**src/hdl/mrh_pkg.sv**
```systemverilog
// ----------------------------------------------------------------------------
// mrh_pkg
// shared types, constants and codes of the mersenne 2^61-1 rolling hash table
// ----------------------------------------------------------------------------
package mrh_pkg;

  localparam int MAX_LEN     = 4096;
  localparam int IDX_W       = 13;
  localparam int ADDR_W      = $clog2(MAX_LEN);
  localparam int HASH_W      = 61;
  localparam int HALF_LO_W   = 31;
  localparam int HALF_HI_W   = HASH_W - HALF_LO_W;
  localparam int MID_LO_W    = 30;
  localparam int SYM_W       = 8;
  localparam int FUNC_W      = 2;
  localparam int STATUS_W    = 2;
  localparam int QUEUE_DEPTH = 2;

  localparam logic [HASH_W-1:0] MOD_P = {HASH_W{1'b1}};

  localparam logic [FUNC_W-1:0] FUNC_CLEAR  = 2'd0;
  localparam logic [FUNC_W-1:0] FUNC_APPEND = 2'd1;
  localparam logic [FUNC_W-1:0] FUNC_QUERY  = 2'd2;

  localparam logic [STATUS_W-1:0] ST_OK    = 2'd0;
  localparam logic [STATUS_W-1:0] ST_FULL  = 2'd1;
  localparam logic [STATUS_W-1:0] ST_RANGE = 2'd2;

  // steps of the modular multiplier
  localparam logic [2:0] MM_LL   = 3'd0;
  localparam logic [2:0] MM_LH   = 3'd1;
  localparam logic [2:0] MM_HL   = 3'd2;
  localparam logic [2:0] MM_HH   = 3'd3;
  localparam logic [2:0] MM_ACC  = 3'd4;
  localparam logic [2:0] MM_MID  = 3'd5;
  localparam logic [2:0] MM_FOLD = 3'd6;

  typedef struct packed {
    logic [FUNC_W-1:0] func;
    logic [SYM_W-1:0]  symbol;
    logic [IDX_W-1:0]  left;
    logic [IDX_W-1:0]  right;
  } in_item_t;

  typedef struct packed {
    logic [HASH_W-1:0]   hash_value;
    logic [STATUS_W-1:0] status;
  } out_item_t;

  typedef enum logic [1:0] {
    CMD_CLEAR,
    CMD_APPEND,
    CMD_QUERY,
    CMD_REPLY
  } cmd_kind_t;

  typedef struct packed {
    cmd_kind_t           kind;
    logic [SYM_W-1:0]    symbol;
    logic [ADDR_W-1:0]   pos;
    logic [IDX_W-1:0]    left;
    logic [IDX_W-1:0]    right;
    logic [IDX_W-1:0]    span;
    logic [STATUS_W-1:0] status;
  } cmd_t;

  typedef struct packed {
    logic push;
    logic pop;
  } queue_ctl_t;

  typedef struct packed {
    logic full;
    logic empty;
  } queue_sts_t;

  typedef enum logic [2:0] {
    BK_IDLE,
    BK_QREAD,
    BK_QREAD2,
    BK_MUL,
    BK_OUT
  } bk_state_t;

endpackage

```
**src/hdl/mrh_queue.sv**
```systemverilog
// ----------------------------------------------------------------------------
// mrh_queue
// short command queue between the front and back parts
// ----------------------------------------------------------------------------
module mrh_queue (
  input  logic                clk,
  input  logic                rst_n,
  input  mrh_pkg::queue_ctl_t ctl,
  input  mrh_pkg::cmd_t       push_cmd,
  output mrh_pkg::queue_sts_t sts,
  output mrh_pkg::cmd_t       head
);
  import mrh_pkg::*;

  localparam int PTR_W = (QUEUE_DEPTH > 1) ? $clog2(QUEUE_DEPTH) : 1;
  localparam int CNT_W = $clog2(QUEUE_DEPTH + 1);

  cmd_t             slot_r [QUEUE_DEPTH];
  logic [PTR_W-1:0] wr_ptr_r;
  logic [PTR_W-1:0] rd_ptr_r;
  logic [CNT_W-1:0] count_r;
  logic             do_push;
  logic             do_pop;

  assign sts.full  = (count_r == CNT_W'(QUEUE_DEPTH));
  assign sts.empty = (count_r == '0);
  assign head      = slot_r[rd_ptr_r];
  assign do_push   = ctl.push && !sts.full;
  assign do_pop    = ctl.pop && !sts.empty;

  always_ff @(posedge clk) begin
    if (!rst_n) begin
      wr_ptr_r <= '0;
      rd_ptr_r <= '0;
      count_r  <= '0;
    end else begin
      if (do_push) begin
        wr_ptr_r <= (wr_ptr_r == PTR_W'(QUEUE_DEPTH - 1)) ? '0 : wr_ptr_r + PTR_W'(1);
      end
      if (do_pop) begin
        rd_ptr_r <= (rd_ptr_r == PTR_W'(QUEUE_DEPTH - 1)) ? '0 : rd_ptr_r + PTR_W'(1);
      end
      if (do_push && !do_pop) begin
        count_r <= count_r + CNT_W'(1);
      end else if (do_pop && !do_push) begin
        count_r <= count_r - CNT_W'(1);
      end
    end
  end

  always_ff @(posedge clk) begin
    if (do_push) begin
      slot_r[wr_ptr_r] <= push_cmd;
    end
  end

endmodule

```
**config.mk**
```make
export PLATFORM = sky130hd
export DESIGN_NAME = mrh_queue
export DESIGN_NICKNAME = d
export VERILOG_FILES = /design/src/hdl/mrh_pkg.sv /design/src/hdl/mrh_queue.sv
export SDC_FILE = /design/constraint.sdc
export NUM_CORES = 1
export LEC_CHECK = 0
export ABC_AREA = 1
export BUFFER_PORTS_ARGS = -buffer_cell sky130_fd_sc_hd__buf_2
export CAP_MARGIN = 15
export CORE_ASPECT_RATIO = 0.8
export CORE_MARGIN = 4
export CORE_UTILIZATION = 56
export CTS_CLUSTER_DIAMETER = 150
export DETAILED_ROUTE_END_ITERATION = 16
export PLACE_DENSITY_LB_ADDON = 0.08
export RECOVER_POWER = 100
export SLEW_MARGIN = 5
export SYNTH_ARGS = -nofsm -noshare
export SYNTH_HDL_FRONTEND = slang
export SYNTH_SLANG_ARGS = --single-unit
export TNS_END_PERCENT = 1
```
**constraint.sdc**
```tcl
create_clock -name clk -period 10.4 [get_ports clk]
set_input_delay 2.08 -clock clk [delete_from_list [all_inputs] [get_ports clk]]
set_output_delay 2.08 -clock clk [all_outputs]
set_load 0.005 [all_outputs]
```
==> key figures <==
Outcome
  • Status: finished with violations
  • Failing checks: max-capacitance violations, max-slew violations

Clocking
  • Worst-path clk slew: 0.05 ns
  • CTS buffer count: 17
  • Clock Latency Late Sink: roughly 0.40 ns
  • CTS tree: done
  • H-tree Lvls: 4
  • Clk buf depth: 2
  • Clock sink count: 131
  • Setup Fix Bufs, Post-CTS: 0
  • Post-CTS Resized: 0
  • Root Driver: clkbuf_16
  • CTS Hold Buffers Added: 0

Logic synthesis
  • Synth cell types: 15
  • Avg Cell Area, Syn: approximately 22 um2
  • Synth warn: 0
  • Number of synthesized register bits: approximately 130
  • Cell taking the most area after synthesis: edfxtp_1
  • Main area contributors after synthesis: edfxtp_1 (74%), mux2_4 (18%), buf_12 (2.4%), dfxtp_1 (2.0%), nor2_1 (0.81%)
  • Sequential-to-total area share from yosys stat: between 70% and 80%
  • Cells after Synth: approximately 230
  • Syn Nets: between 300 and 400
  • Synthesized area: 5090 um2
  • Top-area cell type share of the netlist area: roughly three quarters

Global routing
  • Initial antenna violation count: 0
  • Largest net degree at the start of global routing: 64
  • Global-route wire length before repair: approximately 13000 um
  • Total track usage: about 16%
  • Number of global-route vias before repair: about 2.6k
  • Grt total ovfl: 0

Critical path
  • Crit-path cells: clkbuf_1 -> mux2_2 -> buf_2
  • Crit path max fanout: 46
  • Worst EP arrival: about 3.8 ns
  • CP top delay family: buffers and inverters
  • Crit path largest cell delay: 1.88 ns
  • Slowest CP cell: clkbuf_1
  • Worst path bufs/invs: 2
  • CP Capture Type: output port
  • CP Launch Type: flip-flop
  • Required @ worst endpoint: approximately 8.3 ns
  • CP Class: reg -> out

Layout
  • FF+latch area: approximately 3900 um2
  • Finished Cell Area: 6110 um2
  • Area growth syn-to-layout: 19.9%
  • Inserted Diodes: 0
  • Share of cells above drive strength 1: 33.3%
  • Fin nets: between 400 and 500
  • Fillers: 630
  • Multi-input gate area: 840 um2

Placement
  • IO Port Bufs: roughly 130
  • Hpwl dp: 5470 um
  • GP Congestion: around 0.7
  • Post-Place Cell Area: 5800 um2

STA
  • Worst-Margin Slew: between 3 and 4 ns
  • Setup Total Neg Slack: 0 ns
  • Final hold viol count: 0
  • Final cycle utilization of the critical path: 56.1%
  • RSZ-0062 raised after global routing: no
  • Final Max Slew Viols: 175
  • Final setup fails: 0
  • Fmax achieved: approximately 170 MHz
  • Fin crit period: a little under 6 ns
  • Layout Skew: 0.0101 ns
  • Worst rel slew slack: -135%

Pwr
  • Max rail drop VDD: about 0.2 mV
  • Total power per unit cell area: around 250 nW/um2
  • Leakage: between 2 and 2.5 nW

Routing
  • Detailed-route DRC error count: 0
  • First-pass iteration count of the detailed router: 4
  • Routed Antenna Nets: 0
  • Via count: ~2.5k
  • Final WL: approximately 8500 um
  • Vias per cell: a little under 5
  • Wire length per cell: around 17 um
  • DRT iter0 DRCs: 121

Die
  • Core ar.: between 8000 and 9000 um2
  • Initial Util: approximately three fifths
  • Full die area: ~11000 um2
  • Die Y: between 90 and 100 um
  • I/O Pins: about 130
  • Rows: 30
  • Die X: 115 um

Run
  • Max Cap Viol: 3

Hold path
  • Class of the worst hold path: reg -> reg
-- cells by family after synthesis --
group           after synthesis  share of synthesized area [%]
fa+ha+maj                     1                          0.246
flops                       131                           76.2
simple gates                 19                           1.47
mux                          63                           18.3
compound gates                4                          0.467
buf+inv                      16                           3.24
-- layer usage --
metal / up-vias / part of all wire [%] / track usage, %
li1: 1192 / - / -
met3: 6 / 7.5 / 5.76
met1: 1200 / 41 / 19.8
met4: 0 / 0.70 / 6.82
met5: - / 0 / 0
met2: 82 / 51 / 27.0
-- worst paths after layout --
kind	start	to	slack (ns)	cells past startpoint
min	count_r[0]$_SDFFE_PN0P_	count_r[0]$_SDFFE_PN0P_	0.54	2
max reg2reg	count_r[0]$_SDFFE_PN0P_	slot_r[1][59]$_DFFE_PP_	6.54	3
min reg2reg	count_r[0]$_SDFFE_PN0P_	count_r[0]$_SDFFE_PN0P_	0.54	2
max	flip-flop	head[34]	4.56	3
-- flip-flops by register name, summed over array words and instances, names as in the netlist, named ones only --
name      flops
count_r       2
slot_r      126
wr_ptr_r      1
rd_ptr_r      1
-- layout make-up --
type,instances,share of cell area (%)
Clock buffer,17,6.96
Inverter,9,0.553
Clock inverter,15,2.70
Tap cell,112,2.29
Timing Repair Buffer,134,10.2
Sequential cell,131,63.6
Multi-Input combinational cell,87,13.7
-- Yosys cell counts (all sizes together) --
cell and n:
o21ai 3, dfxtp 5, ha 1, a21oi 1, nor2 11, buf 7, nand4 1, edfxtp 126
nand2 6, nand3 1, inv 9, mux2 63
-- placed cells by master (no fill, tap or decap) --
cell type and n:
buf_2 93, clkinvlp_4 3, clkbuf_16 17, clkbuf_2 1, clkinv_1 3, ha_1 1
clkinv_2 3, clkinv_4 2, inv_1 9, bufinv_16 3, edfxtp_1 126, nor2_4 2
dfxtp_1 5, nand3_1 1, nand4_1 1, mux2_2 4, mux2_1 57, inv_6 1
clkbuf_1 40, a21oi_1 1, nor2_1 9, mux2_4 2, o21ai_0 3, nand2_1 6
-- worst register-to-register path, stage by stage (launching register included) --
cell      delay, ns
dfxtp_1        0.39
o21ai_0        0.32
nor2_4         0.15
clkbuf_1       2.48
-- per-stage QoR --
stage | hold WS, ns | utilization (%) | setup slack [ns] | power [mW] | instances
4_1_cts | 0.545 | 73.7 | 6.04 | 1.63 | 505
3_3_place_gp | 0.483 | 66.9 | 6.46 | 1.04 | 473
2_1_floorplan | 0.467 | - | 5.13 | 0.949 | 234
6_report | 0.541 | 70.4 | 4.56 | 1.55 | 505
3_5_place_dp | 0.509 | 66.9 | 6.47 | 1.05 | 473
5_1_grt | 0.566 | 70.4 | 4.18 | 1.63 | 505
-- power breakdown --
part           internal [mW]  switching [mW]  total [mW]
clock                  0.374           0.206       0.579
combinational          0.120           0.145       0.266
sequential             0.677          0.0247       0.702
No activity file was read; power rests on OpenSTA's default activity.
