--- src/hdl/mrh_pkg.sv ---
// ----------------------------------------------------------------------------
// mrh_pkg
// shared types, constants and codes of the mersenne 2^61-1 rolling hash table
// ----------------------------------------------------------------------------
package mrh_pkg;

  localparam int MAX_LEN     = 4096;
  localparam int IDX_W       = 13;
  localparam int ADDR_W      = $clog2(MAX_LEN);
  localparam int HASH_W      = 61;
  localparam int HALF_LO_W   = 31;
  localparam int HALF_HI_W   = HASH_W - HALF_LO_W;
  localparam int MID_LO_W    = 30;
  localparam int SYM_W       = 8;
  localparam int FUNC_W      = 2;
  localparam int STATUS_W    = 2;
  localparam int QUEUE_DEPTH = 2;

  localparam logic [HASH_W-1:0] MOD_P = {HASH_W{1'b1}};

  localparam logic [FUNC_W-1:0] FUNC_CLEAR  = 2'd0;
  localparam logic [FUNC_W-1:0] FUNC_APPEND = 2'd1;
  localparam logic [FUNC_W-1:0] FUNC_QUERY  = 2'd2;

  localparam logic [STATUS_W-1:0] ST_OK    = 2'd0;
  localparam logic [STATUS_W-1:0] ST_FULL  = 2'd1;
  localparam logic [STATUS_W-1:0] ST_RANGE = 2'd2;

  // steps of the modular multiplier
  localparam logic [2:0] MM_LL   = 3'd0;
  localparam logic [2:0] MM_LH   = 3'd1;
  localparam logic [2:0] MM_HL   = 3'd2;
  localparam logic [2:0] MM_HH   = 3'd3;
  localparam logic [2:0] MM_ACC  = 3'd4;
  localparam logic [2:0] MM_MID  = 3'd5;
  localparam logic [2:0] MM_FOLD = 3'd6;

  typedef struct packed {
    logic [FUNC_W-1:0] func;
    logic [SYM_W-1:0]  symbol;
    logic [IDX_W-1:0]  left;
    logic [IDX_W-1:0]  right;
  } in_item_t;

  typedef struct packed {
    logic [HASH_W-1:0]   hash_value;
    logic [STATUS_W-1:0] status;
  } out_item_t;

  typedef enum logic [1:0] {
    CMD_CLEAR,
    CMD_APPEND,
    CMD_QUERY,
    CMD_REPLY
  } cmd_kind_t;

  typedef struct packed {
    cmd_kind_t           kind;
    logic [SYM_W-1:0]    symbol;
    logic [ADDR_W-1:0]   pos;
    logic [IDX_W-1:0]    left;
    logic [IDX_W-1:0]    right;
    logic [IDX_W-1:0]    span;
    logic [STATUS_W-1:0] status;
  } cmd_t;

  typedef struct packed {
    logic push;
    logic pop;
  } queue_ctl_t;

  typedef struct packed {
    logic full;
    logic empty;
  } queue_sts_t;

  typedef enum logic [2:0] {
    BK_IDLE,
    BK_QREAD,
    BK_QREAD2,
    BK_MUL,
    BK_OUT
  } bk_state_t;

endpackage

--- src/hdl/mrh_front.sv ---
// ----------------------------------------------------------------------------
// mrh_front
// accepts requests, tracks the string length and classifies each request
// ----------------------------------------------------------------------------
module mrh_front (
  input  logic             clk,
  input  logic             rst_n,
  input  logic             in_valid,
  output logic             in_stall,
  input  mrh_pkg::in_item_t in_item,
  input  logic             queue_full,
  output logic             push,
  output mrh_pkg::cmd_t    cmd
);
  import mrh_pkg::*;

  logic [IDX_W-1:0] len_r;
  logic [IDX_W-1:0] len_nxt;
  logic             accept;

  assign in_stall = queue_full;
  assign accept   = in_valid && !queue_full;
  assign push     = accept;

  always_comb begin
    len_nxt    = len_r;
    cmd.kind   = CMD_REPLY;
    cmd.symbol = in_item.symbol;
    cmd.pos    = len_r[ADDR_W-1:0];
    cmd.left   = in_item.left;
    cmd.right  = in_item.right;
    cmd.span   = in_item.right - in_item.left;
    cmd.status = ST_OK;
    unique case (in_item.func)
      FUNC_CLEAR: begin
        cmd.kind = CMD_CLEAR;
        len_nxt  = '0;
      end
      FUNC_APPEND: begin
        if (len_r >= IDX_W'(MAX_LEN)) begin
          cmd.status = ST_FULL;
        end else begin
          cmd.kind = CMD_APPEND;
          len_nxt  = len_r + IDX_W'(1);
        end
      end
      FUNC_QUERY: begin
        if (in_item.left > in_item.right || in_item.right > len_r) begin
          cmd.status = ST_RANGE;
        end else begin
          cmd.kind = CMD_QUERY;
        end
      end
      default: ;
    endcase
  end

  always_ff @(posedge clk) begin
    if (!rst_n) begin
      len_r <= '0;
    end else if (accept) begin
      len_r <= len_nxt;
    end
  end

endmodule

--- config.mk ---
export PLATFORM = sky130hd
export DESIGN_NAME = mrh_front
export DESIGN_NICKNAME = d
export VERILOG_FILES = /design/src/hdl/mrh_pkg.sv /design/src/hdl/mrh_front.sv
export SDC_FILE = /design/constraint.sdc
export NUM_CORES = 1
export LEC_CHECK = 0
export ABC_CLOCK_PERIOD_IN_PS = 2300
export BUFFER_PORTS_ARGS = -buffer_cell sky130_fd_sc_hd__buf_2
export CAP_MARGIN = 20
export CELL_PAD_IN_SITES_DETAIL_PLACEMENT = 1
export CELL_PAD_IN_SITES_GLOBAL_PLACEMENT = 1
export CORE_MARGIN = 8
export CORE_UTILIZATION = 32
export DETAILED_ROUTE_END_ITERATION = 8
export GPL_TIMING_DRIVEN = 0
export PLACE_DENSITY_LB_ADDON = 0.1
export SLEW_MARGIN = 20
export SYNTH_ARGS = -nofsm -noshare
export SYNTH_HDL_FRONTEND = slang
export SYNTH_SLANG_ARGS = --single-unit
--- constraint.sdc ---
create_clock -name clk -period 2.3 [get_ports clk]
set_input_delay 0.115 -clock clk [delete_from_list [all_inputs] [get_ports clk]]
set_output_delay 0.115 -clock clk [all_outputs]
set_load 0.02 [all_outputs]
==> summary.txt, run 1 <==
Worst hold start - rst_n
Crit-path max FO - 3
Crit path time final - 2.22 ns
Placed cell count - 450
Post-route ant nets - 0
DR vias - 2154
Per-cell routed wire length - 14.3 microns
Peak VDD IR - 180 uV
CTS tree - yes
Final setup violation count - 0
Synthesis warning total - 0
Largest net degree at the start of global routing - 11
Worst-case reg-to-reg path depth - 5
DR pass1 iterations - 4
Post-Synthesis Cells - 277
Worst setup path class - flip-flop to output port
Hold Path Depth - 2
Peak-usage layer in the global routing report - met2
Fin worst setup slack - 0.0821 ns
Final HPWL DP - 5600 microns
Worst Setup SP - len_r[12]
Area of the core - 0.00631 sq mm
Skew-Pair Late Insertion Delay - 0.25 ns
Slew Viols, Final - 0
Final nets - 453
Mux cell area share after synthesis - 0.542%
Total die area - 0.00933 sq mm
DRC errors left - 0
Number of DRC markers in iteration 0 - 48
Adder-cell share of the synthesized area - 20.2%
Worst r2r src - len_r[0]
Vias in the first global route - 2341
Largest family of logic cells by synthesized area - buffers and inverters
Vias per Instance - 4.72
Worst slew pin tran - 0.532 ns
Cts bufs inserted - 3
Maximum clock frequency - 0.451 GHz
Final period util - 96.4%
Die Wd - 96.6 microns
Leak pwr - 0.00145 uW
Met2 Use GR - 23.7%
HP Class - input pin to flip-flop
PortBufs - 96
Primary FF master, synth - dfxtp_1
CP Data Required Time - 2.18 ns
Setup crit start kind - flip-flop
Clk sinks - 13
Met1 GRT Util - 16.3%
N_diodes - 0
Power per cell area - 347 mW/mm^2
CTS Root Cell - clkbuf_8
CP Capture Type - output port
CP arrival - 2.10 ns
Xor/xnor share of the synthesized area - 6.32%
Seq cells post-synth - 13
Clock Tree Buf Depth - 2
Initial antenna violation count - 0
RSZ-0062 raised after global routing - yes
Status - finished clean
Layout Skew - 0.00372 ns
Final hold violation count - 0
Top-area cell type share of the netlist area - 19.3%
First-pass GRT wire length - 11100 microns
Netlist cell types - 46
Synth area leader - ha_1
Syn_nets - 350
Drt total wl - 6540 microns
Post-synthesis simple-gate area fraction - 20.5%
Syn Area/Cell - 7.51 sq um
GRT Resource Usage Total - 13.7%
Rows - 29
Slew headroom - 64.1%
Max reg flops - 13
Post-Syn Area - 0.00208 sq mm
Area grow syn2layout - 33.4%
Hold_buf cts - 0
Grt met3 use - 4.20%
Compound-cell area share of the yosys netlist - 16.4%
Reg clk slew, reported paths - 0.06 ns
Post-synthesis sequential area ratio - 12.5%
Biggest regs - len_r (13)
Fill cell count - 838
H-tree Lvls - 1
Most common cell in the netlist - buf_4
RePlAce Congestion - 0.818
Post-synth ARST share - 0%
Core Util, Final - 43.9%
Post-synth EDFFs - 0
Dpl ws - -0.175 ns
Die Y-Extent - 96.6 microns
Top post-synthesis cells by count - buf_4 (47), inv_1 (34), ha_1 (32)
Max Cap Viol - 0
Initial Util - 32.9%
Share of cells above drive strength 1 - 43.8%
Layout Cells excl Fill - 456
Total gr overflow - 0
Most flops, register - len_r
Total Power - 962 uW
Main area contributors after synthesis - ha_1 (19%), buf_4 (17%), dfxtp_1 (13%)
I/O pin count - 105
[worst paths after layout]
kind / slack, ns / endpoint
min reg2reg: 0.50 / len_r[12]
min: 0.14 / len_r[0]
max reg2reg: 0.67 / len_r[8]
max: 0.08 / cmd[61]
[layout by cell type, fill, tap and decap left out, drive strengths merged, types with 2 or more instances in the layout]
| master | n |
|---|---|
| a211o | 2 |
| nand4 | 9 |
| buf | 145 |
| xnor2 | 13 |
| nand3 | 11 |
| nand2b | 3 |
| xor2 | 2 |
| a21o | 4 |
| dfxtp | 13 |
| a21oi | 15 |
| and3 | 4 |
| a211oi | 2 |
| inv | 34 |
| ha | 32 |
| nor3 | 2 |
| a21boi | 3 |
| o21a | 3 |
| or3 | 3 |
| o21ai | 8 |
| nor2 | 24 |
| nand2 | 14 |
| and2 | 2 |
| o2111ai | 2 |
| clkbuf | 6 |
| nor2b | 6 |
| and2b | 2 |
[power by group]
part | internal [uW] | total [uW] | switching (uW)
combinational | 220 | 529 | 309
clock | 123 | 209 | 86.2
sequential | 223 | 224 | 0.557
total | 566 | 962 | 396
[kinds of logic after synthesis]
group                      count (synthesis)
AOI/OAI and AO/OA                         49
xor gates and xnor gates                  15
buffers and inverters                     83
DFF                                       13
adders and majority gates                 33
muxes                                      1
and+or+nand+nor                           83
[timing repair]
item | CTS | global route
cloned | 0 | 0
setup endpoints to repair | 2 | 5
buffers inserted | 1 | 1
resized for setup | 12 | 6
pin swaps | 1 | 3
[worst max-delay path, cell delays in order, from the launching register on]
cell and delay, ns:
dfxtp_1 0.36, inv_1 0.08, ha_1 0.34, nand4_1 0.19, o31ai_1 0.45, o221ai_1 0.23, buf_4 0.20
[metal layers]
| layer | wire, microns | share of wire (%) | vias to the layer above |
|---|---|---|---|
| li1 | - | - | 1097 |
| met1 | 3010 | 46 | 992 |
| met2 | 3090 | 47 | 60 |
| met3 | 407 | 6.2 | 5 |
| met4 | 31 | 0.47 | 0 |
| met5 | 0 | 0 | - |
[final cells by class]
class | count | area (sq um) | share of cell area, %
buffer | 49 | 360 | 13.0
clock buffer | 4 | 45.0 | 1.62
inverter | 34 | 128 | 4.60
multi-input combinational | 181 | 1370 | 49.5
sequential | 13 | 272 | 9.79
tap | 77 | 96.3 | 3.47
timing repair buffer | 98 | 500 | 18.0
[through the flow]
stage	area (sq um)	hold slack [ns]	TNS, ns
6_report	2770	0.140	0
2_1_floorplan	2080	0.253	0
5_1_grt	2770	0.140	-0.0199
3_3_place_gp	2660	0.402	-0.229
3_5_place_dp	2660	0.405	-0.257
4_1_cts	2740	0.141	0
No activity file was read; power rests on OpenSTA's default activity.
==> run 2, diff against run 1 <==
Settings changed: REMOVE_ABC_BUFFERS set to 1.
==> summary.txt, run 2 (synthesized netlist as in run 1, its figures left out) <==
Status - finished clean
Power per cell area - 380 mW/mm^2 (+9.5%)
Final nets - 395 (-13%)
Placed cell areas - 0.00226 sq mm (-15%)
Rows - 29 (unchanged)
Maximum clock frequency - 0.458 GHz (+1.5%)
CTS tree - yes
Area occupied by multi-input gates - 0.00137 sq mm (-0.55%)
PortBufs - 88 (-8.3%)
Die Wd - 96.6 microns (unchanged)
Setup TNS - 0 ns (unchanged)
Most flops, register - len_r
DR vias - 1913 (-11%)
Placed cell count - 393 (-13%)
N_diodes - 0 (unchanged)
Setup crit start kind - flip-flop
Layout Skew - 0.00238 ns (-0.00134 ns)
Total die area - 0.00933 sq mm (unchanged)
Area of the core - 0.00631 sq mm (unchanged)
Peak VDD IR - 268 uV (+49%)
Crit-path max FO - 5 (+2)
Largest net degree at the start of global routing - 12 (+1)
DR pass1 iterations - 2 (-2)
DRC errors left - 0 (unchanged)
Per-cell routed wire length - 14.8 microns (+3.4%)
CTS Root Cell - clkbuf_8
Crit path time final - 2.18 ns (-0.0338 ns)
Post-route ant nets - 0 (unchanged)
Cts bufs inserted - 3 (unchanged)
Drt total wl - 5900 microns (-9.7%)
I/O pin count - 105 (unchanged)
Total Power - 893 uW (-7.1%)
Layout Cells excl Fill - 398 (-13%)
Reg clk slew, reported paths - 0.06 ns (about the same)
Worst slew pin tran - 0.573 ns (+0.0403 ns)
Initial Util - 32.9% (unchanged)
Most common cell after layout, fill and taps aside - buf_2
Final HPWL DP - 5110 microns (-8.8%)
RSZ-0062 raised after global routing - no
CP Data Required Time - 2.18 ns (about the same)
Final setup violation count - 0 (unchanged)
Clk sinks - 13 (unchanged)
Biggest regs - len_r (13)
Core Util, Final - 37.3% (-6.7 points)
Initial antenna violation count - 0 (unchanged)
Skew-Pair Late Insertion Delay - 0.25 ns (about the same)
Max Cap Viol - 0 (unchanged)
Worst setup path class - flip-flop to output port
Register area - 269 sq um (-0.92%)
Fill cell count - 838 (unchanged)
H-tree Lvls - 1 (unchanged)
Die Y-Extent - 96.6 microns (unchanged)
Vias in the first global route - 2061 (-12%)
Leak pwr - 0.00117 uW (-19%)
Area grow syn2layout - 13.2%
CP Capture Type - output port
Clock Tree Buf Depth - 2 (unchanged)
Final hold violation count - 0 (unchanged)
Vias per Instance - 4.81 (+1.8%)
Final period util - 95.0% (-1.5 points)
Share of cells above drive strength 1 - 34.6% (-9.2 points)
Slew headroom - 61.4% (-2.7 points)
Max reg flops - 13 (unchanged)
Total gr overflow - 0 (unchanged)
Commonest non-fill, non-tap cells in the layout - buf_2 (87), inv_1 (33), ha_1 (31)
Number of DRC markers in iteration 0 - 28 (-42%)
Slew Viols, Final - 0 (unchanged)
RePlAce Congestion - 0.766 (-6.4%)
HP Class - input pin to flip-flop
First-pass GRT wire length - 10100 microns (-9.3%)
GRT Resource Usage Total - 12.3% (-1.3 points)
Final instance area - 0.00235 sq mm (-15%)
CP arrival - 2.07 ns (-0.03 ns)
==> run 2: through the flow <==
stage | worst slack, ns | hold WS (ns)
after CTS | 0.0196 | 0.155
after detailed placement | -0.129 | 0.230
after global routing | 0.00469 | 0.164
after floorplan | 0.115 | 0.230
after global placement | -0.162 | 0.230
final | 0.116 | 0.155
==> run 2: layout make-up <==
type | instances | share of cell area (%)
Sequential cell | 13 | 11.4
Tap cell | 77 | 4.09
Inverter | 34 | 5.42
Multi-Input combinational cell | 181 | 58.0
Clock buffer | 4 | 1.91
Timing Repair Buffer | 89 | 19.1
==> run 2: path summary, 6_finish.rpt <==
| check | startpoint | to | slack (ns) | cells past startpoint |
|---|---|---|---|---|
| setup / recovery | len_r[6] | cmd[61] | 0.12 | 8 |
| hold / removal | rst_n | len_r[0] | 0.15 | 2 |
| setup reg to reg | len_r[12] | len_r[8] | 0.71 | 5 |
| hold reg to reg | len_r[1] | len_r[1] | 0.50 | 2 |
==> run 2: power by group <==
part / internal, uW / leakage [uW] / switching [uW]
sequential: 224 / 0.000108 / 0.530
clock: 123 / 0.0000228 / 88.7
combinational: 175 / 0.00104 / 282
total: 522 / 0.00117 / 371
==> run 2: what timing repair did <==
action / in CTS / in global routing
endpoints found under the setup margin: 2 / 3
setup buffers: 1 / 0
pin swaps: 1 / 1
hold buffers: 0 / 0
resized for setup: 11 / 5
endpoints found under the hold margin: 0 / 0
gates cloned: 0 / 0
==> run 2: routing by layer <==
| metal | track usage (%) | wire [microns] | up-vias |
|---|---|---|---|
| met3 | 2.92 | 308 | 5 |
| met1 | 14.5 | 2670 | 871 |
| met4 | 2.49 | 43 | 0 |
| met5 | 0 | 0 | - |
| met2 | 21.9 | 2880 | 55 |
| li1 | - | - | 982 |
==> run 2: worst max-delay path, stage by stage (launching register included) <==
cell	delay [ns]
dfxtp_2	0.37
inv_1	0.08
ha_1	0.29
a21o_1	0.16
nand3_1	0.08
a21oi_1	0.08
a2111oi_2	0.41
o221ai_1	0.17
buf_4	0.18
